**src/sst_pkg.sv**
```systemverilog
// Package: sizes, codes and beat types of the sorted set table.
`timescale 1ns / 1ps
`default_nettype none

package sst_pkg;

  // storage size and derived widths
  localparam int DEPTH  = 64;
  localparam int IDX_W  = $clog2(DEPTH);
  localparam int CNTR_W = $clog2(DEPTH + 1);

  // field widths
  localparam int VAL_W  = 32;
  localparam int OPC_W  = 2;
  localparam int STAT_W = 2;
  localparam int POS_W  = 6;
  localparam int CNT_W  = 7;
  localparam int CFG_W  = 7;
  localparam int CMP_W  = (CNTR_W > CFG_W) ? CNTR_W : CFG_W;

  localparam logic [CFG_W-1:0] CAP_RESET = CFG_W'(64);

  // opcodes
  localparam logic [OPC_W-1:0] OP_INSERT = 2'd0;
  localparam logic [OPC_W-1:0] OP_REMOVE = 2'd1;
  localparam logic [OPC_W-1:0] OP_QUERY  = 2'd2;

  // status codes
  localparam logic [STAT_W-1:0] STAT_OK     = 2'd0;
  localparam logic [STAT_W-1:0] STAT_DUP    = 2'd1;
  localparam logic [STAT_W-1:0] STAT_FULL   = 2'd2;
  localparam logic [STAT_W-1:0] STAT_ABSENT = 2'd3;

  typedef struct packed {
    logic [OPC_W-1:0]        opcode;
    logic signed [VAL_W-1:0] value;
  } in_t;

  typedef struct packed {
    logic [STAT_W-1:0] status;
    logic [POS_W-1:0]  position;
    logic [CNT_W-1:0]  count;
  } out_t;

  // command broadcast to every cell of the chain
  typedef struct packed {
    logic                    capture;
    logic                    ins;
    logic                    rem;
    logic signed [VAL_W-1:0] key;
  } cell_cmd_t;

  typedef enum logic [1:0] {
    ST_IDLE,
    ST_CMP,
    ST_APPLY
  } state_t;

endpackage

`default_nettype wire

```
**src/sst_encode.sv**
```systemverilog
// One-hot to binary index encoder for the chain's boundary flags.
`timescale 1ns / 1ps
`default_nettype none

module sst_encode import sst_pkg::*; (
  input  wire logic [DEPTH-1:0] onehot,
  output logic [IDX_W-1:0]      index
);

  // OR of the slot numbers whose flag is set
  always_comb begin
    index = '0;
    for (int i = 0; i < DEPTH; i++) begin
      if (onehot[i]) begin
        index = index | IDX_W'(i);
      end
    end
  end

endmodule

`default_nettype wire

```
**config.mk**
```make
export PLATFORM = sky130hd
export DESIGN_NAME = sst_encode
export DESIGN_NICKNAME = d
export VERILOG_FILES = /design/src/sst_pkg.sv /design/src/sst_encode.sv
export SDC_FILE = /design/constraint.sdc
export NUM_CORES = 1
export LEC_CHECK = 0
export BUFFER_PORTS_ARGS = -buffer_cell sky130_fd_sc_hd__buf_2
export CAP_MARGIN = 20
export CELL_PAD_IN_SITES_DETAIL_PLACEMENT = 0
export CELL_PAD_IN_SITES_GLOBAL_PLACEMENT = 2
export CORE_MARGIN = 3
export CORE_UTILIZATION = 10
export DETAILED_ROUTE_END_ITERATION = 8
export MAX_ROUTING_LAYER = met4
export PLACE_DENSITY = 0.95
export SYNTH_ARGS = -nofsm -noshare
export SYNTH_HDL_FRONTEND = slang
export SYNTH_SLANG_ARGS = --single-unit
```
**constraint.sdc**
```tcl
create_clock -name vclk -period 2.3
set_input_delay 0.23 -clock vclk [all_inputs]
set_output_delay 0.23 -clock vclk [all_outputs]
set_load 0.03 [all_outputs]
```
* Word level (Yosys, flattened, before mapping)
Cells that the tools add are included.
** Operators by class
- Muxes and demuxes :: 63
** Operators by type and width (count)
- $mux W6 :: 32
- $mux W5 :: 16
- $mux W4 :: 8
- $mux W3 :: 4
- $mux W2 :: 2
- $mux W1 :: 1
** Storage, ports and cells
- Flip-flop bits (word level) :: 0
- Input bits :: 64
- Output and inout port bits :: 6

* Logic depth before layout (Yosys ltp)
Gate-level depths: netlist (run 1).
- Depth after elaboration :: 63
- Gate-level depth with buffers :: 3
- Depth with buffers taken out :: 3

* Least setup slack after synthesis (run 1)
Ideal clock, no wire load.
- Path kind :: input to output
- Start :: in onehot[24]
- End :: out index[3]
- Slack :: 0.292 ns
- Data arrival time :: 1.778 ns
- Required time :: 2.070 ns
- Path buffers :: 0
- Cell stages on the path :: 3
- Cells stage by stage :: or4_1 -> or4_1 -> or4_1
** On the way
- Cells in the longest elaborated chain, start to end :: 40
** Ends and longest elaborated chain
- start: declaration :: line sst_encode.sv:6 : input wire logic [DEPTH-1:0] onehot,
- $mux W5 (8 in series) :: line sst_encode.sv:14 : if (onehot[i]) begin
- $mux W6 (32 in series) :: line sst_encode.sv:14
- end: declaration :: line sst_encode.sv:7 : output logic [IDX_W-1:0] index
Every way passes these cells.

* Final worst setup path (run 1)
Same ends and word-level chain as after synthesis.

==> run_results.csv, run 1 <==
group,metric,value,unit
drt,wl_per_cell,14.6,microns
finish,nNetsFinal,185,
pwr,irDropWorstVdd,29.4,uV
finish,final_cell_count_no_fill,150,
critical_path,crit_path_frequent_cell,"or4_1",
die,num_io_pins,70,
finish,area_delta_synth_final,123,%
drt,finalWirelength,2.19,mm
timing,slew_headroom,70.0,%
die,die_w,61.8,microns
pwr,seq_power_share,0,%
timing,max_freq,0.463,GHz
drt,drc,0,
drt,ant_nets,0,
timing,tns,0,ps
timing,finalCriticalPeriod,2160,ps
pwr,p_comb_share,100.0,%
timing,finalHoldViolCount,0,
timing,layout_setup_ws,142,ps
critical_path,end_kind,"primary output",
worst_hold_path,hold_path_end,"index[4]",
critical_path,crit_required,2070,ps
cts,cts.repair.resized,0,
finish,antenna_cells,0,
logic_synthesis,yosys.area.top_type_share,36.1,%
drt,vias,704,
die,initial_core_util,10.9,%
worst_hold_path,hold_class,"in -> out",
logic_synthesis,synth_area_leaders,"nor4_1 (36%), or4_1 (14%), nor3_1 (8.0%)",
critical_path,cp.arrival,1930,ps
placement,placedCellCount,150,
grt,grt_use_total,11.5,%
grt,grt_pass1_vias,773,
critical_path,cp_max_fo,2,
finish,final_util,24.4,%
placement,gp_congestion,0.786,
logic_synthesis,synth_cell_types,15,
logic_synthesis,syn_avg_cell_area,6.23,sq um
timing,slew_viol_final,0,
grt,grt_max_degree,4,
pwr,switching_share,42.7,%
outcome,outcome,"complete, no violations",
grt,overflow,0,
cts,cts_hold_buf,0,
grt,grt_pass1_wl,3.31,mm
pwr,p_leak,0.000311,uW
critical_path,crit_type,"in -> out",
placement,hpwl,2.13,mm
flow_run,max-cap-violations,0,
drt,via_per_inst,4.69,
placement,io_buffers,69,
pwr,p_int,45.6,uW
critical_path,crit_path_top_delay_cell,"or4_1",
worst_hold_path,hp-start,"onehot[16]",
die,fp-row-count,19,
finish,final_layout_size_suffix_gt1_share,59.7,%
placement,preCtsSetupSlack,122,ps
timing,worst_pin_slew,446,ps
logic_synthesis,yosysSeqAreaShare,0,%
critical_path,path_cells,"buf_2, or4_1, or4_1, or4_1, buf_2",
logic_synthesis,yosys_warnings,0,
timing,rsz0062_at_grt,"no",
die,die_y,61.8,microns
cts,cts_setup_buffers,0,
pwr,clock_power_share,0,%
worst_hold_path,min_path_cells,4,
finish,final.clkbuf_count,0,
die,dieArea,0.00382,sq mm
timing,finalCritPeriodShare,93.8,%
drt,drt_iter0_drc,11,
logic_synthesis,netlist_area,312,sq um
finish,design.seq.count,0,
logic_synthesis,post-synth-top-count-cell,"nor4_1",
pwr,switchingPower,34.0,uW
drt,first_pass_iters,2,
timing,hold_slack,849,ps
logic_synthesis,yosys.area.top_type,"nor4_1",
pwr,power_density,114,mW/mm^2
grt,grt_antenna_before_repair,0,
logic_synthesis,syn_inst,50,
die,core,0.00285,sq mm
logic_synthesis,synth_fp_nets,114,
logic_synthesis,ys_top_cells_by_count,"nor4_1 (18), or4_1 (6), nor3_1 (5), nand2_1 (3), nor2_1 (3)",
critical_path,cp_slowest_stage_delay,530,ps
timing,setup_viol,0,
critical_path,startpoint_type,"primary input",
finish,seq_area,0,sq um
cell families after synthesis:
group            share of synthesized area, %
and+or+nand+nor                           100
cells in the final DEF (no fill, tap or decap):
| cell | Yosys | layout |
|---|---|---|
| nor4bb_1 | 1 | 1 |
| nor4_1 | 18 | 18 |
| nand2_1 | 3 | 3 |
| or2_2 | 2 | 2 |
| and4_1 | 1 | 1 |
| nand4bb_1 | 1 | 1 |
| or3_1 | 2 | 2 |
| nor2_1 | 3 | 3 |
| nand4b_1 | 1 | 1 |
| buf_2 | 0 | 69 |
| nand4_1 | 2 | 2 |
| nand3b_1 | 1 | 1 |
| nor3_1 | 5 | 5 |
| nand3_1 | 2 | 2 |
| and3_1 | 2 | 2 |
| or4_1 | 6 | 6 |
critical path: cells and delay by family:
family	cells	cell delay, ps
buf+inv	2	280
simple gates	3	1410
worst max path at each step:
stage	from	to	slack, ps	depth (start not counted)
2_1_floorplan	onehot[24]	index[3]	290	3
3_3_place_gp	onehot[24]	index[3]	120	5
3_5_place_dp	onehot[24]	index[3]	120	5
4_1_cts	onehot[24]	index[3]	130	5
5_1_grt	onehot[25]	index[3]	70	5
6_report	onehot[24]	index[3]	140	5
cell type report:
type | count | area (sq um)
Fill cell | 341 | 2160
Multi-Input combinational cell | 50 | 312
Timing Repair Buffer | 69 | 345
Tap cell | 31 | 38.8
power groups by stage:
stage,registers (uW),clock network [uW],logic (uW)
5_1_grt,0,0,88.9
3_3_place_gp,0,0,78.4
6_report,0,0,79.6
2_1_floorplan,0,0,12.6
4_1_cts,0,0,80.4
3_5_place_dp,0,0,80.2
per-layer routing:
layer	wire length, microns	global-route usage, %	up-vias	part of all wire [%]
met5	0	-	-	0
met4	0	0.303	0	0
met3	166	1.03	0	7.6
met2	1120	20.0	33	51
met1	907	15.3	307	41
li1	-	-	364	-
metrics by stage:
stage,area [sq um],total power (uW)
after detailed placement,696,80.2
after floorplan,312,12.6
after global routing,696,88.9
after CTS,696,80.4
final,696,79.6
after global placement,696,78.4
Power figures use the tool's default switching activity.
==> run 2: changes to the inputs <==
PLACE_DENSITY = unset   (was 0.95)
PLACE_DENSITY_LB_ADDON = 0.05   (was unset)
==> run 2 against run 1 <==
Via count is 0.43% lower. Wire length is 2.3% higher. Global-route usage is 0.52 points lower. Critical path type unchanged. Highest routed layer unchanged.
==> run_results.csv, run 2 (same netlist as run 1, synthesis figures left out) <==
group,metric,value,unit
outcome,outcome,"complete, no violations",
critical_path,crit_path_frequent_cell,"or4_1",
placement,hpwl,2.19,mm
critical_path,crit_type,"in -> out",
worst_hold_path,min_path_cells,4,
worst_hold_path,hold_class,"in -> out",
cts,cts_hold_buf,0,
finish,design.seq.count,0,
drt,first_pass_iters,2,
timing,finalHoldViolCount,0,
finish,seq_area,0,sq um
die,initial_core_util,10.9,%
grt,grt_antenna_before_repair,0,
worst_hold_path,hold_path_end,"index[5]",
die,num_io_pins,70,
die,core,0.00285,sq mm
drt,wl_per_cell,14.9,microns
worst_hold_path,hp-start,"onehot[48]",
timing,rsz0062_at_grt,"no",
placement,io_buffers,69,
timing,finalCritPeriodShare,93.7,%
grt,grt_use_total,11.0,%
flow_run,max-cap-violations,0,
critical_path,cp_slowest_stage_delay,550,ps
critical_path,end_kind,"primary output",
finish,final_cell_mix,"buf_2 (69), nor4_1 (18), or4_1 (6)",
finish,area_delta_synth_final,123,%
timing,finalCriticalPeriod,2160,ps
drt,via_per_inst,4.67,
critical_path,crit_required,2070,ps
finish,final_util,24.4,%
finish,final.clkbuf_count,0,
drt,drt_iter0_drc,9,
critical_path,cp_max_fo,2,
die,die_w,61.8,microns
finish,final_layout_size_suffix_gt1_share,59.7,%
finish,nNetsFinal,185,
critical_path,critPathTopFamily,"simple AND/OR/NAND/NOR gates",
finish,antenna_cells,0,
die,fp-row-count,19,
placement,placed_area,696,sq um
placement,placedCellCount,150,
timing,tns,0,ps
timing,worst_pin_slew,479,ps
timing,slew_viol_final,0,
timing,max_freq,0.464,GHz
grt,grt_pass1_vias,705,
pwr,power_density,114,mW/mm^2
placement,gp_congestion,0.714,
pwr,p_leak,0.000311,uW
grt,grt_max_degree,4,
drt,ant_nets,0,
grt,grt_pass1_wl,3.10,mm
cts,cts_setup_buffers,0,
critical_path,crit_path_top_delay_cell,"or4_1",
grt,overflow,0,
die,dieArea,0.00382,sq mm
drt,drc,0,
cts,cts.repair.resized,0,
drt,vias,701,
die,die_y,61.8,microns
finish,final_common_cell,"buf_2",
timing,slew_headroom,67.8,%
critical_path,path_cells,"buf_2, or4_1, or4_1, or4_1, buf_2",
critical_path,cp.arrival,1930,ps
timing,setup_viol,0,
critical_path,startpoint_type,"primary input",
pwr,irDropWorstVdd,29.0,uV
critical_path,crit_buf_inv,2,
drt,finalWirelength,2.24,mm
finish,final_cell_count_no_fill,150,
finish,final_cell_area,696,sq um
-- run 2: cell counts in the layout (fill, tap and decap cells not counted) --
No cell type changed its count.
-- run 2: area by class of cell --
class                      count  area (sq um)
fill                         348          2160
timing repair buffer          69           345
tap                           31          38.8
multi-input combinational     50           312
-- run 2: tightest hold or removal path, cell delays in order --
cell	delay [ps]
buf_2	80
nor4_1	50
nand4_1	60
buf_2	190
-- run 2: worst max path at each step --
stage / start / endpoint / slack [ps] / depth (start not counted)
final: onehot[24] / index[3] / 140 / 5
after global routing: onehot[24] / index[3] / 90 / 5
after CTS: onehot[24] / index[3] / 140 / 5
after detailed placement: onehot[24] / index[3] / 140 / 5
after global placement: onehot[24] / index[3] / 140 / 5
after floorplan: onehot[24] / index[3] / 290 / 3
-- run 2: per-stage QoR --
| step | hold slack [ps] | power (uW) | worst slack, ps |
|---|---|---|---|
| final | 839 | 79.4 | 144 |
| after global routing | 872 | 90.1 | 88.0 |
| after CTS | 850 | 81.5 | 139 |
| after detailed placement | 849 | 81.2 | 139 |
| after global placement | 842 | 80.8 | 145 |
| after floorplan | 735 | 12.6 | 292 |
-- run 2: layer usage --
metal	share of wire [%]	routed length (microns)	up-vias	GRT usage [%]
met5	0	0	-	-
met4	0	0	0	0
met3	8.1	182	0	0.413
met2	50	1130	33	20.6
met1	42	930	303	13.8
li1	-	-	365	-
-- run 2: power by group --
| part | internal (uW) | leakage, uW | switching (uW) | total [uW] |
|---|---|---|---|---|
| Sequential | 0 | 0 | 0 | 0 |
| Combinational | 45.6 | 0.000311 | 33.8 | 79.4 |
| Clock | 0 | 0 | 0 | 0 |
