**src/sst_pkg.sv**
```systemverilog
// Package: sizes, codes and beat types of the sorted set table.
`timescale 1ns / 1ps
`default_nettype none

package sst_pkg;

  // storage size and derived widths
  localparam int DEPTH  = 64;
  localparam int IDX_W  = $clog2(DEPTH);
  localparam int CNTR_W = $clog2(DEPTH + 1);

  // field widths
  localparam int VAL_W  = 32;
  localparam int OPC_W  = 2;
  localparam int STAT_W = 2;
  localparam int POS_W  = 6;
  localparam int CNT_W  = 7;
  localparam int CFG_W  = 7;
  localparam int CMP_W  = (CNTR_W > CFG_W) ? CNTR_W : CFG_W;

  localparam logic [CFG_W-1:0] CAP_RESET = CFG_W'(64);

  // opcodes
  localparam logic [OPC_W-1:0] OP_INSERT = 2'd0;
  localparam logic [OPC_W-1:0] OP_REMOVE = 2'd1;
  localparam logic [OPC_W-1:0] OP_QUERY  = 2'd2;

  // status codes
  localparam logic [STAT_W-1:0] STAT_OK     = 2'd0;
  localparam logic [STAT_W-1:0] STAT_DUP    = 2'd1;
  localparam logic [STAT_W-1:0] STAT_FULL   = 2'd2;
  localparam logic [STAT_W-1:0] STAT_ABSENT = 2'd3;

  typedef struct packed {
    logic [OPC_W-1:0]        opcode;
    logic signed [VAL_W-1:0] value;
  } in_t;

  typedef struct packed {
    logic [STAT_W-1:0] status;
    logic [POS_W-1:0]  position;
    logic [CNT_W-1:0]  count;
  } out_t;

  // command broadcast to every cell of the chain
  typedef struct packed {
    logic                    capture;
    logic                    ins;
    logic                    rem;
    logic signed [VAL_W-1:0] key;
  } cell_cmd_t;

  typedef enum logic [1:0] {
    ST_IDLE,
    ST_CMP,
    ST_APPLY
  } state_t;

endpackage

`default_nettype wire

```
**src/sst_cell.sv**
```systemverilog
// One slot of the sorted chain: holds a value, compares it, shifts with neighbors.
`timescale 1ns / 1ps
`default_nettype none

module sst_cell import sst_pkg::*; (
  input  wire logic                    clk,
  input  wire cell_cmd_t               cmd,
  input  wire logic                    occ,
  input  wire logic                    left_lt,
  input  wire logic signed [VAL_W-1:0] left_val,
  input  wire logic signed [VAL_W-1:0] right_val,
  output logic signed [VAL_W-1:0]      val,
  output logic                         lt,
  output logic                         eq
);

  logic signed [VAL_W-1:0] val_r;
  logic                    lt_r;
  logic                    eq_r;

  // compare flags, only meaningful for occupied slots
  always_ff @(posedge clk) begin
    if (cmd.capture) begin
      lt_r <= occ & (val_r < cmd.key);
      eq_r <= occ & (val_r == cmd.key);
    end
  end

  // insert: slots at or above the gap move up; remove: they pull from the right
  always_ff @(posedge clk) begin
    if (cmd.ins && !lt_r) begin
      val_r <= left_lt ? cmd.key : left_val;
    end else if (cmd.rem && !lt_r) begin
      val_r <= right_val;
    end
  end

  assign val = val_r;
  assign lt  = lt_r;
  assign eq  = eq_r;

endmodule

`default_nettype wire

```
**config.mk**
```make
export PLATFORM = sky130hd
export DESIGN_NAME = sst_cell
export DESIGN_NICKNAME = d
export VERILOG_FILES = /design/src/sst_pkg.sv /design/src/sst_cell.sv
export SDC_FILE = /design/constraint.sdc
export NUM_CORES = 1
export LEC_CHECK = 0
export ABC_CLOCK_PERIOD_IN_PS = 3300
export BUFFER_PORTS_ARGS = -buffer_cell sky130_fd_sc_hd__buf_4
export CAP_MARGIN = 0
export CORE_ASPECT_RATIO = 0.6
export CORE_MARGIN = 2
export CORE_UTILIZATION = 45
export DETAILED_ROUTE_END_ITERATION = 6
export GPL_ROUTABILITY_DRIVEN = 0
export PLACE_DENSITY = 0.81
export SLEW_MARGIN = 20
export SYNTH_ARGS = -nofsm -noshare
export SYNTH_HDL_FRONTEND = slang
export SYNTH_SLANG_ARGS = --single-unit
```
**constraint.sdc**
```tcl
create_clock -name clk -period 3.3 [get_ports clk]
set_input_delay 0.825 -clock clk [delete_from_list [all_inputs] [get_ports clk]]
set_output_delay 0.825 -clock clk [all_outputs]
set_load 0.02 [all_outputs]
```
**After elaboration in Yosys (flattened, before gate mapping)**

Index checks and enable logic that the tools add are counted.

- Bitwise gates (word level): 2
- Divide/modulo/power cells: 0
- Multiplexer cells: 3
- $mul: 0
- Shift-type cells: 0
- $add $sub $neg: 0
- Reductions and logical operators: 4
- Eq/ne operators: 1
- Order comparisons: 1

Operators with widths:

| operator | number |
|---|---|
| $mux 32 | 3 |
| $eq 32x32->1 | 1 |
| $lt 32x32->1 | 1 |
| $and 1x1->1 | 2 |
| $logic_and 1x1->1 | 2 |
| $reduce_bool 2->1 | 1 |
| $logic_not 1->1 | 1 |

- Register bits: 34
- Bits in read-only memories: 0
- Memories kept: 0
- Latch bits: 0
- Output and inout port bits: 34
- Bits in writable memories: 0
- Word-level logic and storage cells: 14

**Longest topological paths before layout**

Gate-level depths: netlist (run 1).

- Depth after elaboration: 4
- Depth in mapped cells: 8
- Depth with buffers taken out: 8

**Worst setup path before layout (run 1)**

No wires, ideal clock.

- Path kind: input port to flip-flop
- Start: input cmd[33] (netlist name)
- End: register val_r[0], in the netlist val[0], enable pin
- Data arrival time: 2.223 ns
- Setup time: 0.422 ns
- Required time: 2.878 ns
- Stages: 2
- Path buffers: 0
- Slack: 0.655 ns
- Path through: nor2_1 > nor2_1

- Word-level cells in the longest chain between the ends: 2

RTL lines:

| element | line | text |
|---|---|---|
| start: declaration | sst_cell.sv:7 | `input wire cell_cmd_t cmd,` |
| $logic_and 1x1->1 | sst_cell.sv:31 | `if (cmd.ins && !lt_r) begin` |
| $reduce_bool 2->1 (no line) | -- |  |
| end signal: assignment | sst_cell.sv:32 | `val_r <= left_lt ? cmd.key : left_val;` |
| end signal: assignment | sst_cell.sv:34 | `val_r <= right_val;` |
| end: declaration | sst_cell.sv:17 | `logic signed [VAL_W-1:0] val_r;` |

No other way between the ends.
A chain may end at the register's enable or synchronous reset.

**Final worst setup path (run 1)**

- Start: input cmd[27] (netlist name)
- End: register lt_r, in the netlist lt, data pin

- Word-level cells in the longest chain between the ends: 2

RTL lines:

| element | line | text |
|---|---|---|
| $lt 32x32->1 | sst_cell.sv:24 | `lt_r <= occ & (val_r < cmd.key);` |
| $and 1x1->1 | sst_cell.sv:24 |  |
| end signal: assignment | sst_cell.sv:24 |  |
| end: declaration | sst_cell.sv:18 | `logic lt_r;` |

No other way between the ends.

==> flow_summary.html, run 1 <==
<table>
<tr><th>Metric</th><th>Value</th></tr>
<tr><th colspan="2">Run status</th></tr>
<tr><td>Status</td><td>finished clean</td></tr>
<tr><th colspan="2">Power</th></tr>
<tr><td>Leakage dissipation</td><td>0.00189 uW</td></tr>
<tr><td>Peak VDD IR</td><td>0.158 mV</td></tr>
<tr><td>Power density normalized to cell area</td><td>364 nW/um^2</td></tr>
<tr><th colspan="2">Setup path</th></tr>
<tr><td>Critical Setup Path Class</td><td>primary input to flop</td></tr>
<tr><td>Worst setup slack for register-to-register paths</td><td>1410 ps</td></tr>
<tr><td>Depth of the most critical reg-to-reg path</td><td>6</td></tr>
<tr><td>Reg2Reg Capture Point</td><td>lt$_DFFE_PP_</td></tr>
<tr><td>Worst Setup EP</td><td>lt$_DFFE_PP_</td></tr>
<tr><td>Critical register-to-register path startpoint</td><td>val[27]$_DFFE_PP_</td></tr>
<tr><td>Crit path capture type</td><td>flop</td></tr>
<tr><td>Type of origin of the critical path</td><td>primary input</td></tr>
<tr><td>Biggest fanout along the worst timing path</td><td>3</td></tr>
<tr><td>Required time at the endpoint of the critical path</td><td>3330 ps</td></tr>
<tr><td>Worst endpoint data arrival time</td><td>2160 ps</td></tr>
<tr><td>Critical Path Source</td><td>cmd[27]</td></tr>
<tr><th colspan="2">Drt</th></tr>
<tr><td>Final wirelength</td><td>6.69 mm</td></tr>
<tr><td>Total DRC errors in the routed layout</td><td>0</td></tr>
<tr><td>Via count of the routed design</td><td>2302</td></tr>
<tr><td>Avg WL per Cell</td><td>14.4 um</td></tr>
<tr><td>Pre-Repair DR Iteration Count</td><td>4</td></tr>
<tr><td>Via/cell ratio</td><td>4.96</td></tr>
<tr><td>First DRT Iteration DRCs</td><td>97</td></tr>
<tr><td>Remaining antenna violation count after routing</td><td>0</td></tr>
<tr><th colspan="2">Timing</th></tr>
<tr><td>Final TNS setup</td><td>0 ps</td></tr>
<tr><td>Total of endpoints with negative setup slack in the final report</td><td>0</td></tr>
<tr><td>Time the worst path needs with I/O delays and setup</td><td>2130 ps</td></tr>
<tr><td>PnR worst setup slack</td><td>1170 ps</td></tr>
<tr><td>Top achievable clock speed</td><td>470 MHz</td></tr>
<tr><td>Actual transition at the worst max-transition pin</td><td>592 ps</td></tr>
<tr><td>Worst slew margin</td><td>0.605</td></tr>
<tr><td>Fin. max-slew vios</td><td>0</td></tr>
<tr><td>Final hold violation count</td><td>0</td></tr>
<tr><td>Unrepaired setup endpoints after global routing</td><td>no</td></tr>
<tr><td>Post-route clock period utilization</td><td>0.645</td></tr>
<tr><td>Worst Clk Skew</td><td>6.05 ps</td></tr>
<tr><th colspan="2">Logic synthesis</th></tr>
<tr><td>Area share of the largest cell type after synthesis</td><td>0.404</td></tr>
<tr><td>Fraction of registers with async set or reset after synthesis</td><td>0</td></tr>
<tr><td>Total standard cell area after synthesis</td><td>2530 um^2</td></tr>
<tr><td>Cell count after synthesis</td><td>262</td></tr>
<tr><td>Most frequent cell after synthesis</td><td>sky130_fd_sc_hd__nand2_1</td></tr>
<tr><td>Commonest cells post-synth</td><td>40 x sky130_fd_sc_hd__nand2_1, 34 x sky130_fd_sc_hd__edfxtp_1, 34 x sky130_fd_sc_hd__inv_1</td></tr>
<tr><td>Count of flip-flops with a built-in enable after synthesis</td><td>34</td></tr>
<tr><td>Cell types with the largest area share after synthesis</td><td>sky130_fd_sc_hd__edfxtp_1 40%, sky130_fd_sc_hd__ha_1 16%, sky130_fd_sc_hd__mux2i_1 13%, sky130_fd_sc_hd__nand2_1 5.9%, sky130_fd_sc_hd__o21ai_0 5.9%</td></tr>
<tr><td>Dominant register cell in the synthesized netlist</td><td>sky130_fd_sc_hd__edfxtp_1</td></tr>
<tr><td>Fraction of the yosys area taken by sequential cells</td><td>0.404</td></tr>
<tr><td>Area leader, netlist</td><td>sky130_fd_sc_hd__edfxtp_1</td></tr>
<tr><td>Average footprint of a synthesized cell</td><td>9.66 um^2</td></tr>
<tr><td>Net Count, Synth</td><td>396</td></tr>
<tr><td>Synthesis warning total</td><td>0</td></tr>
<tr><td>Post-synthesis sequential element count</td><td>34</td></tr>
<tr><td>Number of distinct library cells after synthesis</td><td>24</td></tr>
<tr><th colspan="2">Floorplan</th></tr>
<tr><td>Horiz. Die Dim</td><td>101 um</td></tr>
<tr><td>Die H</td><td>62.1 um</td></tr>
<tr><td>Floorplan Core Area</td><td>5490 um^2</td></tr>
<tr><td>Starting density of the core</td><td>0.461</td></tr>
<tr><td>Die outline area</td><td>6260 um^2</td></tr>
<tr><td>Row count</td><td>21</td></tr>
<tr><td>I/O pin total</td><td>136</td></tr>
<tr><th colspan="2">CTS</th></tr>
<tr><td>Number of gates resized after CTS</td><td>0</td></tr>
<tr><td>CTS buffer count</td><td>5</td></tr>
<tr><td>Hold-fix buffers, CTS</td><td>0</td></tr>
<tr><td>Number of buffers inserted to repair setup after CTS</td><td>0</td></tr>
<tr><td>TritonCTS clock tree</td><td>done</td></tr>
<tr><td>Number of buffers between clock root and the deepest sink</td><td>2</td></tr>
<tr><td>Clock transition at the registers of the reported paths</td><td>70 ps</td></tr>
<tr><td>Clock latency of the later-clocked register in the worst-skew pair</td><td>290 ps</td></tr>
<tr><td>CTS Root Buffer Type</td><td>sky130_fd_sc_hd__clkbuf_8</td></tr>
<tr><td>Sinks on the clock net</td><td>34</td></tr>
<tr><td>H-Tree Depth</td><td>2</td></tr>
<tr><th colspan="2">Global routing</th></tr>
<tr><td>First-pass GRT wire length</td><td>10.3 mm</td></tr>
<tr><td>Antenna violations before repair</td><td>0</td></tr>
<tr><td>Vias in the first global route</td><td>2169</td></tr>
<tr><td>Total congestion overflow</td><td>0</td></tr>
<tr><td>Maximum number of pins on one net before global-route repair</td><td>65</td></tr>
<tr><td>Total track usage</td><td>0.219</td></tr>
<tr><th colspan="2">Cells and area</th></tr>
<tr><td>Nets</td><td>528</td></tr>
<tr><td>Synth-to-Final Area Change</td><td>45.8%</td></tr>
<tr><td>Inserted Diodes</td><td>0</td></tr>
<tr><td>Share of final-layout standard cells stronger than drive strength 1</td><td>0.377</td></tr>
<tr><th colspan="2">Min path</th></tr>
<tr><td>Type of the tightest min-delay check</td><td>primary input to flop</td></tr>
<tr><td>Depth of the worst hold-timing path</td><td>1</td></tr>
<tr><th colspan="2">Placement</th></tr>
<tr><td>Port Buffer Count</td><td>135</td></tr>
<tr><td>Pre-CTS setup slack</td><td>853 ps</td></tr>
<tr><td>Detailed-placement wirelength estimate</td><td>5.30 mm</td></tr>
<tr><th colspan="2">Run</th></tr>
<tr><td>Maximum capacitance violations</td><td>0</td></tr>
</table>
==> cell type report <==
class,count,area (um^2)
timing repair buffer,136,1020
tap,69,86.3
sequential,34,1020
inverter,34,128
multi-input combinational,183,1350
clock buffer,6,72.6
fill,436,1800
clock inverter,2,8.76
==> critical path, stage by stage <==
cell and delay [ps]:
sky130_fd_sc_hd__buf_4 90, sky130_fd_sc_hd__inv_1 40, sky130_fd_sc_hd__ha_1 310, sky130_fd_sc_hd__nand4_1 170, sky130_fd_sc_hd__nor4_1 430, sky130_fd_sc_hd__nor2_1 100
sky130_fd_sc_hd__a21oi_2 130, sky130_fd_sc_hd__mux2i_1 80
==> how the worst min path moves through the flow <==
stage	from	endpoint	slack, ps
5_1_grt	cmd[34]	eq$_DFFE_PP_	750
3_3_place_gp	val[1]$_DFFE_PP_	eq$_DFFE_PP_	790
6_report	cmd[34]	eq$_DFFE_PP_	760
3_5_place_dp	val[1]$_DFFE_PP_	eq$_DFFE_PP_	820
2_1_floorplan	val[1]$_DFFE_PP_	eq$_DFFE_PP_	900
4_1_cts	cmd[34]	eq$_DFFE_PP_	750
==> through the flow <==
stage                     power [uW]   util  hold slack, ps  instances  cell area (um^2)
after floorplan                  829      -             903        262              2530
after global routing            1430  0.672             751        464              3690
after global placement          1040  0.656             793        456              3600
after detailed placement        1050  0.656             821        456              3600
after CTS                       1360  0.671             755        464              3680
final                           1340  0.672             762        464              3690
==> cell usage in the layout (no fill, tap or decap), drive strengths merged <==
cell type	netlist	final
nand2	40	40
buf	3	136
clkbuf	8	6
mux2i	33	33
o21ai	37	37
nand4	6	6
nand2b	2	2
o21a	2	2
clkinv	0	2
a21oi	16	16
ha	32	32
inv	34	34
a22oi	1	1
edfxtp	34	34
nand3	3	3
nand3b	1	1
nor2	4	4
nor3	1	1
a21o	2	2
nor4	2	2
a2111oi	1	1
==> where the power goes <==
part	internal, uW	switching [uW]
Sequential	540	28.7
Combinational	229	246
Clock	145	154
Total	915	428
==> flip-flops by register name, summed over array words and instances, names as in the netlist <==
signal  flops
val        32
eq          1
lt          1
==> kinds of logic after synthesis <==
| family | Yosys count | share of synthesized area |
|---|---|---|
| compound gates | 59 | 0.134 |
| fa+ha+maj | 32 | 0.158 |
| buf+inv | 45 | 0.0682 |
| flops | 34 | 0.404 |
| mux | 33 | 0.131 |
| simple gates | 59 | 0.106 |
==> per-layer routing <==
| layer | vias to the layer above | routed length (um) | GRT usage |
|---|---|---|---|
| met3 | 7 | 626 | 0.0772 |
| met1 | 1012 | 3170 | 0.301 |
| li1 | 1195 | - | - |
| met2 | 88 | 2840 | 0.331 |
| met4 | 0 | 57 | 0.0626 |
| met5 | - | 0 | 0 |
Note: power is estimated with default switching activity, not from simulation.
==> run 2: changes to the inputs <==
--- a/config.mk
+++ b/config.mk
@@ -5,15 +5,16 @@
 export SDC_FILE = /design/constraint.sdc
 export NUM_CORES = 1
 export LEC_CHECK = 0
-export ABC_CLOCK_PERIOD_IN_PS = 3300
+export ABC_AREA = 1
+export ABC_CLOCK_PERIOD_IN_PS = 2100
 export BUFFER_PORTS_ARGS = -buffer_cell sky130_fd_sc_hd__buf_4
 export CAP_MARGIN = 0
 export CORE_ASPECT_RATIO = 0.6
 export CORE_MARGIN = 2
-export CORE_UTILIZATION = 45
+export CORE_UTILIZATION = 46
 export DETAILED_ROUTE_END_ITERATION = 6
 export GPL_ROUTABILITY_DRIVEN = 0
-export PLACE_DENSITY = 0.81
+export PLACE_DENSITY = 0.82
 export SLEW_MARGIN = 20
 export SYNTH_ARGS = -nofsm -noshare
 export SYNTH_HDL_FRONTEND = slang
==> constraint.sdc (replaced) <==
create_clock -name clk -period 2.1 [get_ports clk]
set_input_delay 0.525 -clock clk [delete_from_list [all_inputs] [get_ports clk]]
set_output_delay 0.525 -clock clk [all_outputs]
set_load 0.02 [all_outputs]
==> flow_summary.html, run 2 <==
<table>
<tr><th>Metric</th><th>Value</th></tr>
<tr><th colspan="2">Run status</th></tr>
<tr><td>Status</td><td>finished, violations left</td></tr>
<tr><td>Violations in the final reports</td><td>DRC</td></tr>
<tr><th colspan="2">Logic synthesis</th></tr>
<tr><td>Net Count, Synth</td><td>457</td></tr>
<tr><td>Area leader, netlist</td><td>sky130_fd_sc_hd__edfxtp_1</td></tr>
<tr><td>Most frequent cell after synthesis</td><td>sky130_fd_sc_hd__nand2_1</td></tr>
<tr><td>Cell types with the largest area share after synthesis</td><td>sky130_fd_sc_hd__edfxtp_1 39%, sky130_fd_sc_hd__ha_1 15%, sky130_fd_sc_hd__nand2_1 13%, sky130_fd_sc_hd__a31oi_1 7.7%, sky130_fd_sc_hd__nor2_1 5.9%</td></tr>
<tr><td>Total standard cell area after synthesis</td><td>2610 um^2</td></tr>
<tr><td>Area share of the largest cell type after synthesis</td><td>0.391</td></tr>
<tr><td>Fraction of the yosys area taken by sequential cells</td><td>0.391</td></tr>
<tr><td>Count of flip-flops with a built-in enable after synthesis</td><td>34</td></tr>
<tr><td>Average footprint of a synthesized cell</td><td>8.09 um^2</td></tr>
<tr><td>Post-synthesis sequential element count</td><td>34</td></tr>
<tr><td>Commonest cells post-synth</td><td>93 x sky130_fd_sc_hd__nand2_1, 41 x sky130_fd_sc_hd__nor2_1, 38 x sky130_fd_sc_hd__inv_1</td></tr>
<tr><td>Cell count after synthesis</td><td>323</td></tr>
<tr><td>Synthesis warning total</td><td>0</td></tr>
<tr><td>Fraction of registers with async set or reset after synthesis</td><td>0</td></tr>
<tr><td>Number of distinct library cells after synthesis</td><td>27</td></tr>
<tr><td>Dominant register cell in the synthesized netlist</td><td>sky130_fd_sc_hd__edfxtp_1</td></tr>
<tr><th colspan="2">Placement</th></tr>
<tr><td>Port Buffer Count</td><td>135</td></tr>
<tr><td>Detailed-placement wirelength estimate</td><td>5.67 mm</td></tr>
<tr><th colspan="2">Timing</th></tr>
<tr><td>Post-route clock period utilization</td><td>0.853</td></tr>
<tr><td>Worst slew margin</td><td>0.370</td></tr>
<tr><td>Final hold violation count</td><td>0</td></tr>
<tr><td>Actual transition at the worst max-transition pin</td><td>943 ps</td></tr>
<tr><td>Time the worst path needs with I/O delays and setup</td><td>1790 ps</td></tr>
<tr><td>Fin. max-slew vios</td><td>0</td></tr>
<tr><td>Worst Clk Skew</td><td>2.71 ps</td></tr>
<tr><td>Total of endpoints with negative setup slack in the final report</td><td>0</td></tr>
<tr><td>Final TNS setup</td><td>0 ps</td></tr>
<tr><td>Top achievable clock speed</td><td>558 MHz</td></tr>
<tr><td>Unrepaired setup endpoints after global routing</td><td>no</td></tr>
<tr><th colspan="2">Cells and area</th></tr>
<tr><td>Max FFs per register</td><td>32</td></tr>
<tr><td>Highest-count cells in the layout ignoring fill and taps</td><td>136 x sky130_fd_sc_hd__buf_4, 93 x sky130_fd_sc_hd__nand2_1, 40 x sky130_fd_sc_hd__nor2_1, 38 x sky130_fd_sc_hd__inv_1, 34 x sky130_fd_sc_hd__edfxtp_1</td></tr>
<tr><td>Leading cell type in the layout, fill and taps excluded</td><td>sky130_fd_sc_hd__buf_4</td></tr>
<tr><td>Post-layout utilization of the core</td><td>0.683</td></tr>
<tr><td>Share of final-layout standard cells stronger than drive strength 1</td><td>0.354</td></tr>
<tr><td>Inserted Diodes</td><td>0</td></tr>
<tr><td>Nets</td><td>588</td></tr>
<tr><td>Fill cell instance count of the final layout</td><td>463</td></tr>
<tr><td>Synth-to-Final Area Change</td><td>44.2%</td></tr>
<tr><th colspan="2">CTS</th></tr>
<tr><td>Clock latency of the later-clocked register in the worst-skew pair</td><td>280 ps</td></tr>
<tr><td>Number of buffers inserted to repair setup after CTS</td><td>0</td></tr>
<tr><td>Sinks on the clock net</td><td>34</td></tr>
<tr><td>Hold-fix buffers, CTS</td><td>0</td></tr>
<tr><td>Number of gates resized after CTS</td><td>0</td></tr>
<tr><td>Clock transition at the registers of the reported paths</td><td>70 ps</td></tr>
<tr><td>CTS buffer count</td><td>5</td></tr>
<tr><td>H-Tree Depth</td><td>2</td></tr>
<tr><td>TritonCTS clock tree</td><td>done</td></tr>
<tr><td>Number of buffers between clock root and the deepest sink</td><td>2</td></tr>
<tr><td>CTS Root Buffer Type</td><td>sky130_fd_sc_hd__clkbuf_8</td></tr>
<tr><th colspan="2">Setup path</th></tr>
<tr><td>Worst Setup EP</td><td>lt$_DFFE_PP_</td></tr>
<tr><td>Biggest fanout along the worst timing path</td><td>3</td></tr>
<tr><td>Critical-path cell list</td><td>ha_1, nand2_1, nor2_2, nand2_2, nor4_4, nand2_1, a21oi_1, nor2_1</td></tr>
<tr><td>Critical Setup Path Class</td><td>flop to flop</td></tr>
<tr><td>Depth of the most critical reg-to-reg path</td><td>8</td></tr>
<tr><td>Critical Path Source</td><td>val[31]$_DFFE_PP_</td></tr>
<tr><td>Critical Path Most Common Cell</td><td>sky130_fd_sc_hd__nand2_1</td></tr>
<tr><td>Required time at the endpoint of the critical path</td><td>2140 ps</td></tr>
<tr><td>Crit path capture type</td><td>flop</td></tr>
<tr><td>CP max stage cell</td><td>sky130_fd_sc_hd__edfxtp_1</td></tr>
<tr><td>Type of origin of the critical path</td><td>flop</td></tr>
<tr><td>Bufs and invs on worst path</td><td>0</td></tr>
<tr><td>Worst endpoint data arrival time</td><td>1830 ps</td></tr>
<tr><td>Stages on worst setup path</td><td>8</td></tr>
<tr><td>Reg2Reg Capture Point</td><td>lt$_DFFE_PP_</td></tr>
<tr><td>Slowest cell delay on critical path</td><td>400 ps</td></tr>
<tr><td>Worst setup slack for register-to-register paths</td><td>310 ps</td></tr>
<tr><td>Critical register-to-register path startpoint</td><td>val[31]$_DFFE_PP_</td></tr>
<tr><td>Top Family by Delay on Critical Path</td><td>simple AND/OR/NAND/NOR gates</td></tr>
<tr><th colspan="2">Drt</th></tr>
<tr><td>Avg WL per Cell</td><td>13.6 um</td></tr>
<tr><td>Remaining antenna violation count after routing</td><td>0</td></tr>
<tr><td>Pre-Repair DR Iteration Count</td><td>7</td></tr>
<tr><td>First DRT Iteration DRCs</td><td>117</td></tr>
<tr><td>Total DRC errors in the routed layout</td><td>1</td></tr>
<tr><td>Via/cell ratio</td><td>5.05</td></tr>
<tr><td>Final wirelength</td><td>7.12 mm</td></tr>
<tr><td>Via count of the routed design</td><td>2644</td></tr>
<tr><th colspan="2">Min path</th></tr>
<tr><td>Start point of the worst hold path</td><td>cmd[34]</td></tr>
<tr><td>Type of the tightest min-delay check</td><td>primary input to flop</td></tr>
<tr><th colspan="2">Global routing</th></tr>
<tr><td>Total track usage</td><td>0.228</td></tr>
<tr><td>Total congestion overflow</td><td>0</td></tr>
<tr><td>Vias in the first global route</td><td>2583</td></tr>
<tr><td>First-pass GRT wire length</td><td>11.4 mm</td></tr>
<tr><td>Antenna violations before repair</td><td>0</td></tr>
<tr><td>Maximum number of pins on one net before global-route repair</td><td>65</td></tr>
<tr><th colspan="2">Floorplan</th></tr>
<tr><td>Floorplan Core Area</td><td>5520 um^2</td></tr>
<tr><td>Die outline area</td><td>6320 um^2</td></tr>
<tr><td>Row count</td><td>21</td></tr>
<tr><td>Die H</td><td>62.4 um</td></tr>
<tr><td>I/O pin total</td><td>136</td></tr>
<tr><td>Starting density of the core</td><td>0.473</td></tr>
<tr><td>Horiz. Die Dim</td><td>101 um</td></tr>
<tr><th colspan="2">Run</th></tr>
<tr><td>Maximum capacitance violations</td><td>0</td></tr>
<tr><th colspan="2">Power</th></tr>
<tr><td>Power density normalized to cell area</td><td>575 nW/um^2</td></tr>
<tr><td>Power, Total</td><td>2160 uW</td></tr>
<tr><td>Peak VDD IR</td><td>0.294 mV</td></tr>
<tr><td>Leakage dissipation</td><td>0.00191 uW</td></tr>
</table>
run 2: cell types whose count changed in the layout (fill, tap and decap cells not counted), sizes merged, moves of 4 or more:
cell | before | now
o21ai | 37 | 2
nand4 | 6 | 2
a31oi | 0 | 32
nor2 | 4 | 43
inv | 34 | 42
mux2i | 33 | 0
nand2 | 40 | 98
run 2: area by class of cell:
cell class / instances / area [um^2] / area share
clock buffer: 6 / 72.6 / 0.0193
clock inverter: 2 / 8.76 / 0.00233
multi-input combinational: 234 / 1380 / 0.366
inverter: 42 / 158 / 0.0419
sequential: 34 / 1020 / 0.271
tap: 69 / 86.3 / 0.0229
timing repair buffer: 137 / 1040 / 0.276
run 2: how the worst min path moves through the flow:
stage	to	cells after the start
final	eq$_DFFE_PP_	1
after floorplan	eq$_DFFE_PP_	0
after global placement	eq$_DFFE_PP_	1
after global routing	eq$_DFFE_PP_	1
after detailed placement	lt$_DFFE_PP_	1
after CTS	eq$_DFFE_PP_	1
run 2: metrics by stage:
stage	hold slack [ps]	area [um^2]	setup WS, ps	instances
6_report	448	3770	309	524
5_1_grt	436	3770	202	524
4_1_cts	443	3770	298	524
3_3_place_gp	736	3680	131	516
3_5_place_dp	739	3680	75.7	516
2_1_floorplan	637	2620	263	323
run 2: routing by layer:
metal  up-vias  track usage  wire (um)
met4         0       0.0541         77
met1      1173        0.296       3140
met2       117        0.376       3240
met5         -            0          0
met3         9       0.0660        663
li1       1345            -          -
run 2: report_power, final:
group | switching (uW) | total [uW] | internal, uW
clock | 238 | 466 | 228
sequential | 47.0 | 897 | 850
combinational | 432 | 802 | 369
run 2: cells by family (layout without fill, tap and decap cells):
kind of cell | count (synthesis) | in the layout | synth area share
and+or+nand+nor | 150 | 150 | 0.248
buffers and inverters | 55 | 187 | 0.0843
AOI/OAI and AO/OA | 52 | 52 | 0.124
DFF | 34 | 34 | 0.391
adders and majority gates | 32 | 32 | 0.153
==> run 3: changes to the inputs <==
--- a/config.mk
+++ b/config.mk
@@ -7,14 +7,16 @@
 export LEC_CHECK = 0
 export ABC_AREA = 1
 export ABC_CLOCK_PERIOD_IN_PS = 2100
-export BUFFER_PORTS_ARGS = -buffer_cell sky130_fd_sc_hd__buf_4
 export CAP_MARGIN = 0
+export CELL_PAD_IN_SITES_DETAIL_PLACEMENT = 0
+export CELL_PAD_IN_SITES_GLOBAL_PLACEMENT = 1
 export CORE_ASPECT_RATIO = 0.6
 export CORE_MARGIN = 2
-export CORE_UTILIZATION = 46
+export CORE_UTILIZATION = 44
 export DETAILED_ROUTE_END_ITERATION = 6
+export DONT_BUFFER_PORTS = 1
 export GPL_ROUTABILITY_DRIVEN = 0
-export PLACE_DENSITY = 0.82
+export PLACE_DENSITY = 0.8
 export SLEW_MARGIN = 20
 export SYNTH_ARGS = -nofsm -noshare
 export SYNTH_HDL_FRONTEND = slang
==> flow_summary.html, run 3 (synthesis results as in run 2) <==
<table>
<tr><th>Metric</th><th>Value</th></tr>
<tr><th colspan="2">Drt</th></tr>
<tr><td>Via/cell ratio</td><td>5.15</td></tr>
<tr><td>Pre-Repair DR Iteration Count</td><td>6</td></tr>
<tr><td>Via count of the routed design</td><td>2197</td></tr>
<tr><td>Final wirelength</td><td>6.12 mm</td></tr>
<tr><td>Avg WL per Cell</td><td>14.3 um</td></tr>
<tr><td>First DRT Iteration DRCs</td><td>53</td></tr>
<tr><td>Remaining antenna violation count after routing</td><td>0</td></tr>
<tr><td>Total DRC errors in the routed layout</td><td>0</td></tr>
<tr><th colspan="2">CTS</th></tr>
<tr><td>CTS buffer count</td><td>5</td></tr>
<tr><td>Clock latency of the later-clocked register in the worst-skew pair</td><td>280 ps</td></tr>
<tr><td>H-Tree Depth</td><td>2</td></tr>
<tr><td>Clock transition at the registers of the reported paths</td><td>70 ps</td></tr>
<tr><td>Sinks on the clock net</td><td>34</td></tr>
<tr><td>Number of buffers inserted to repair setup after CTS</td><td>0</td></tr>
<tr><td>TritonCTS clock tree</td><td>done</td></tr>
<tr><td>Number of gates resized after CTS</td><td>0</td></tr>
<tr><td>CTS Root Buffer Type</td><td>sky130_fd_sc_hd__clkbuf_8</td></tr>
<tr><td>Hold-fix buffers, CTS</td><td>0</td></tr>
<tr><td>Number of buffers between clock root and the deepest sink</td><td>2</td></tr>
<tr><th colspan="2">Global routing</th></tr>
<tr><td>Total congestion overflow</td><td>0</td></tr>
<tr><td>First-pass GRT wire length</td><td>9.62 mm</td></tr>
<tr><td>Vias in the first global route</td><td>2030</td></tr>
<tr><td>Maximum number of pins on one net before global-route repair</td><td>45</td></tr>
<tr><td>Antenna violations before repair</td><td>0</td></tr>
<tr><td>Total track usage</td><td>0.188</td></tr>
<tr><th colspan="2">Cells and area</th></tr>
<tr><td>Leading cell type in the layout, fill and taps excluded</td><td>sky130_fd_sc_hd__nand2_1</td></tr>
<tr><td>Nets</td><td>481</td></tr>
<tr><td>Fill cell instance count of the final layout</td><td>566</td></tr>
<tr><td>Share of final-layout standard cells stronger than drive strength 1</td><td>0.153</td></tr>
<tr><td>Highest-count cells in the layout ignoring fill and taps</td><td>93 x sky130_fd_sc_hd__nand2_1, 40 x sky130_fd_sc_hd__nor2_1, 38 x sky130_fd_sc_hd__inv_1, 34 x sky130_fd_sc_hd__edfxtp_1</td></tr>
<tr><td>Synth-to-Final Area Change</td><td>13.3%</td></tr>
<tr><td>Count of placed standard cells in the final layout, fillers left out</td><td>427</td></tr>
<tr><td>Max FFs per register</td><td>32</td></tr>
<tr><td>Inserted Diodes</td><td>0</td></tr>
<tr><th colspan="2">Floorplan</th></tr>
<tr><td>Horiz. Die Dim</td><td>103 um</td></tr>
<tr><td>I/O pin total</td><td>136</td></tr>
<tr><td>Die outline area</td><td>6590 um^2</td></tr>
<tr><td>Floorplan Core Area</td><td>5650 um^2</td></tr>
<tr><td>Starting density of the core</td><td>0.462</td></tr>
<tr><td>Die H</td><td>63.7 um</td></tr>
<tr><td>Row count</td><td>21</td></tr>
<tr><th colspan="2">Setup path</th></tr>
<tr><td>Top Family by Delay on Critical Path</td><td>simple AND/OR/NAND/NOR gates</td></tr>
<tr><td>Type of origin of the critical path</td><td>flop</td></tr>
<tr><td>Critical Path Most Common Cell</td><td>sky130_fd_sc_hd__nand2_1</td></tr>
<tr><td>Required time at the endpoint of the critical path</td><td>2130 ps</td></tr>
<tr><td>Slowest cell delay on critical path</td><td>400 ps</td></tr>
<tr><td>CP max stage cell</td><td>sky130_fd_sc_hd__edfxtp_1</td></tr>
<tr><td>Biggest fanout along the worst timing path</td><td>3</td></tr>
<tr><td>Critical Setup Path Class</td><td>flop to flop</td></tr>
<tr><td>Crit path capture type</td><td>flop</td></tr>
<tr><td>Critical-path cell list</td><td>ha_1, nand2_1, nor2_2, nand2_2, nor4_4, nand2_1, a21oi_1, nor2_1</td></tr>
<tr><td>Depth of the most critical reg-to-reg path</td><td>8</td></tr>
<tr><td>Stages on worst setup path</td><td>8</td></tr>
<tr><td>Bufs and invs on worst path</td><td>0</td></tr>
<tr><td>Worst endpoint data arrival time</td><td>1840 ps</td></tr>
<tr><th colspan="2">Power</th></tr>
<tr><td>Leakage dissipation</td><td>0.00139 uW</td></tr>
<tr><td>Peak VDD IR</td><td>0.306 mV</td></tr>
<tr><td>Power, Total</td><td>1960 uW</td></tr>
<tr><td>Power density normalized to cell area</td><td>664 nW/um^2</td></tr>
<tr><th colspan="2">Timing</th></tr>
<tr><td>Post-route clock period utilization</td><td>0.859</td></tr>
<tr><td>Worst Clk Skew</td><td>5.86 ps</td></tr>
<tr><td>Top achievable clock speed</td><td>554 MHz</td></tr>
<tr><td>Fin. max-slew vios</td><td>0</td></tr>
<tr><td>Total of endpoints with negative setup slack in the final report</td><td>0</td></tr>
<tr><td>WHS</td><td>353 ps</td></tr>
<tr><td>Final TNS setup</td><td>0 ps</td></tr>
<tr><td>Final hold violation count</td><td>0</td></tr>
<tr><td>Time the worst path needs with I/O delays and setup</td><td>1800 ps</td></tr>
<tr><td>PnR worst setup slack</td><td>296 ps</td></tr>
<tr><td>Unrepaired setup endpoints after global routing</td><td>no</td></tr>
<tr><td>Actual transition at the worst max-transition pin</td><td>579 ps</td></tr>
<tr><td>Worst slew margin</td><td>0.614</td></tr>
<tr><th colspan="2">Min path</th></tr>
<tr><td>Depth of the worst hold-timing path</td><td>0</td></tr>
<tr><td>Type of the tightest min-delay check</td><td>primary input to flop</td></tr>
<tr><th colspan="2">Placement</th></tr>
<tr><td>Detailed-placement wirelength estimate</td><td>4.83 mm</td></tr>
<tr><td>Total instance count after detailed placement</td><td>420</td></tr>
<tr><td>Pre-CTS setup slack</td><td>149 ps</td></tr>
<tr><td>Port Buffer Count</td><td>0</td></tr>
<tr><th colspan="2">Run status</th></tr>
<tr><td>Status</td><td>finished clean</td></tr>
<tr><th colspan="2">Run</th></tr>
<tr><td>Maximum capacitance violations</td><td>0</td></tr>
</table>
run 3: cell type report:
| class | count | area [um^2] | share of cell area |
|---|---|---|---|
| well taps | 80 | 100 | 0.0338 |
| repair buffers | 30 | 225 | 0.0761 |
| clock buffers | 7 | 76.3 | 0.0258 |
| flip-flops and latches | 34 | 1020 | 0.345 |
| multi-input cells | 234 | 1380 | 0.466 |
| inverters | 42 | 158 | 0.0533 |
run 3: routing by layer:
metal	routed length, um	up-vias	GRT usage
met3	534	2	0.0544
met4	27	0	0.0345
met5	0	-	0
li1	-	1125	-
met2	2470	90	0.267
met1	3090	980	0.282
run 3: stage by stage:
step / utilization / instance area (um^2)
after global routing: 0.524 / 2960
after global placement: 0.510 / 2880
after floorplan: - / 2620
final: 0.524 / 2960
after detailed placement: 0.510 / 2880
after CTS: 0.524 / 2960
run 3: worst reg2reg max path, delay by kind of cell (launching register included):
family	cells	cell delay (ps)
compound gates	1	140
fa+ha+maj	1	350
flops	1	400
simple gates	6	670
run 3: path summary, 6_finish.rpt:
kind | start | to | slack (ps)
max reg2reg | val[31]$_DFFE_PP_ | lt$_DFFE_PP_ | 300
min | cmd[34] | eq$_DFFE_PP_ | 350
min reg2reg | val[31]$_DFFE_PP_ | lt$_DFFE_PP_ | 960
max | val[31]$_DFFE_PP_ | lt$_DFFE_PP_ | 300
run 3: report_power, final:
group          total, uW  leakage, uW  switching [uW]  internal (uW)
logic                587      0.00103             351            236
registers            914     0.000328            65.4            849
clock network        463    0.0000383             235            229
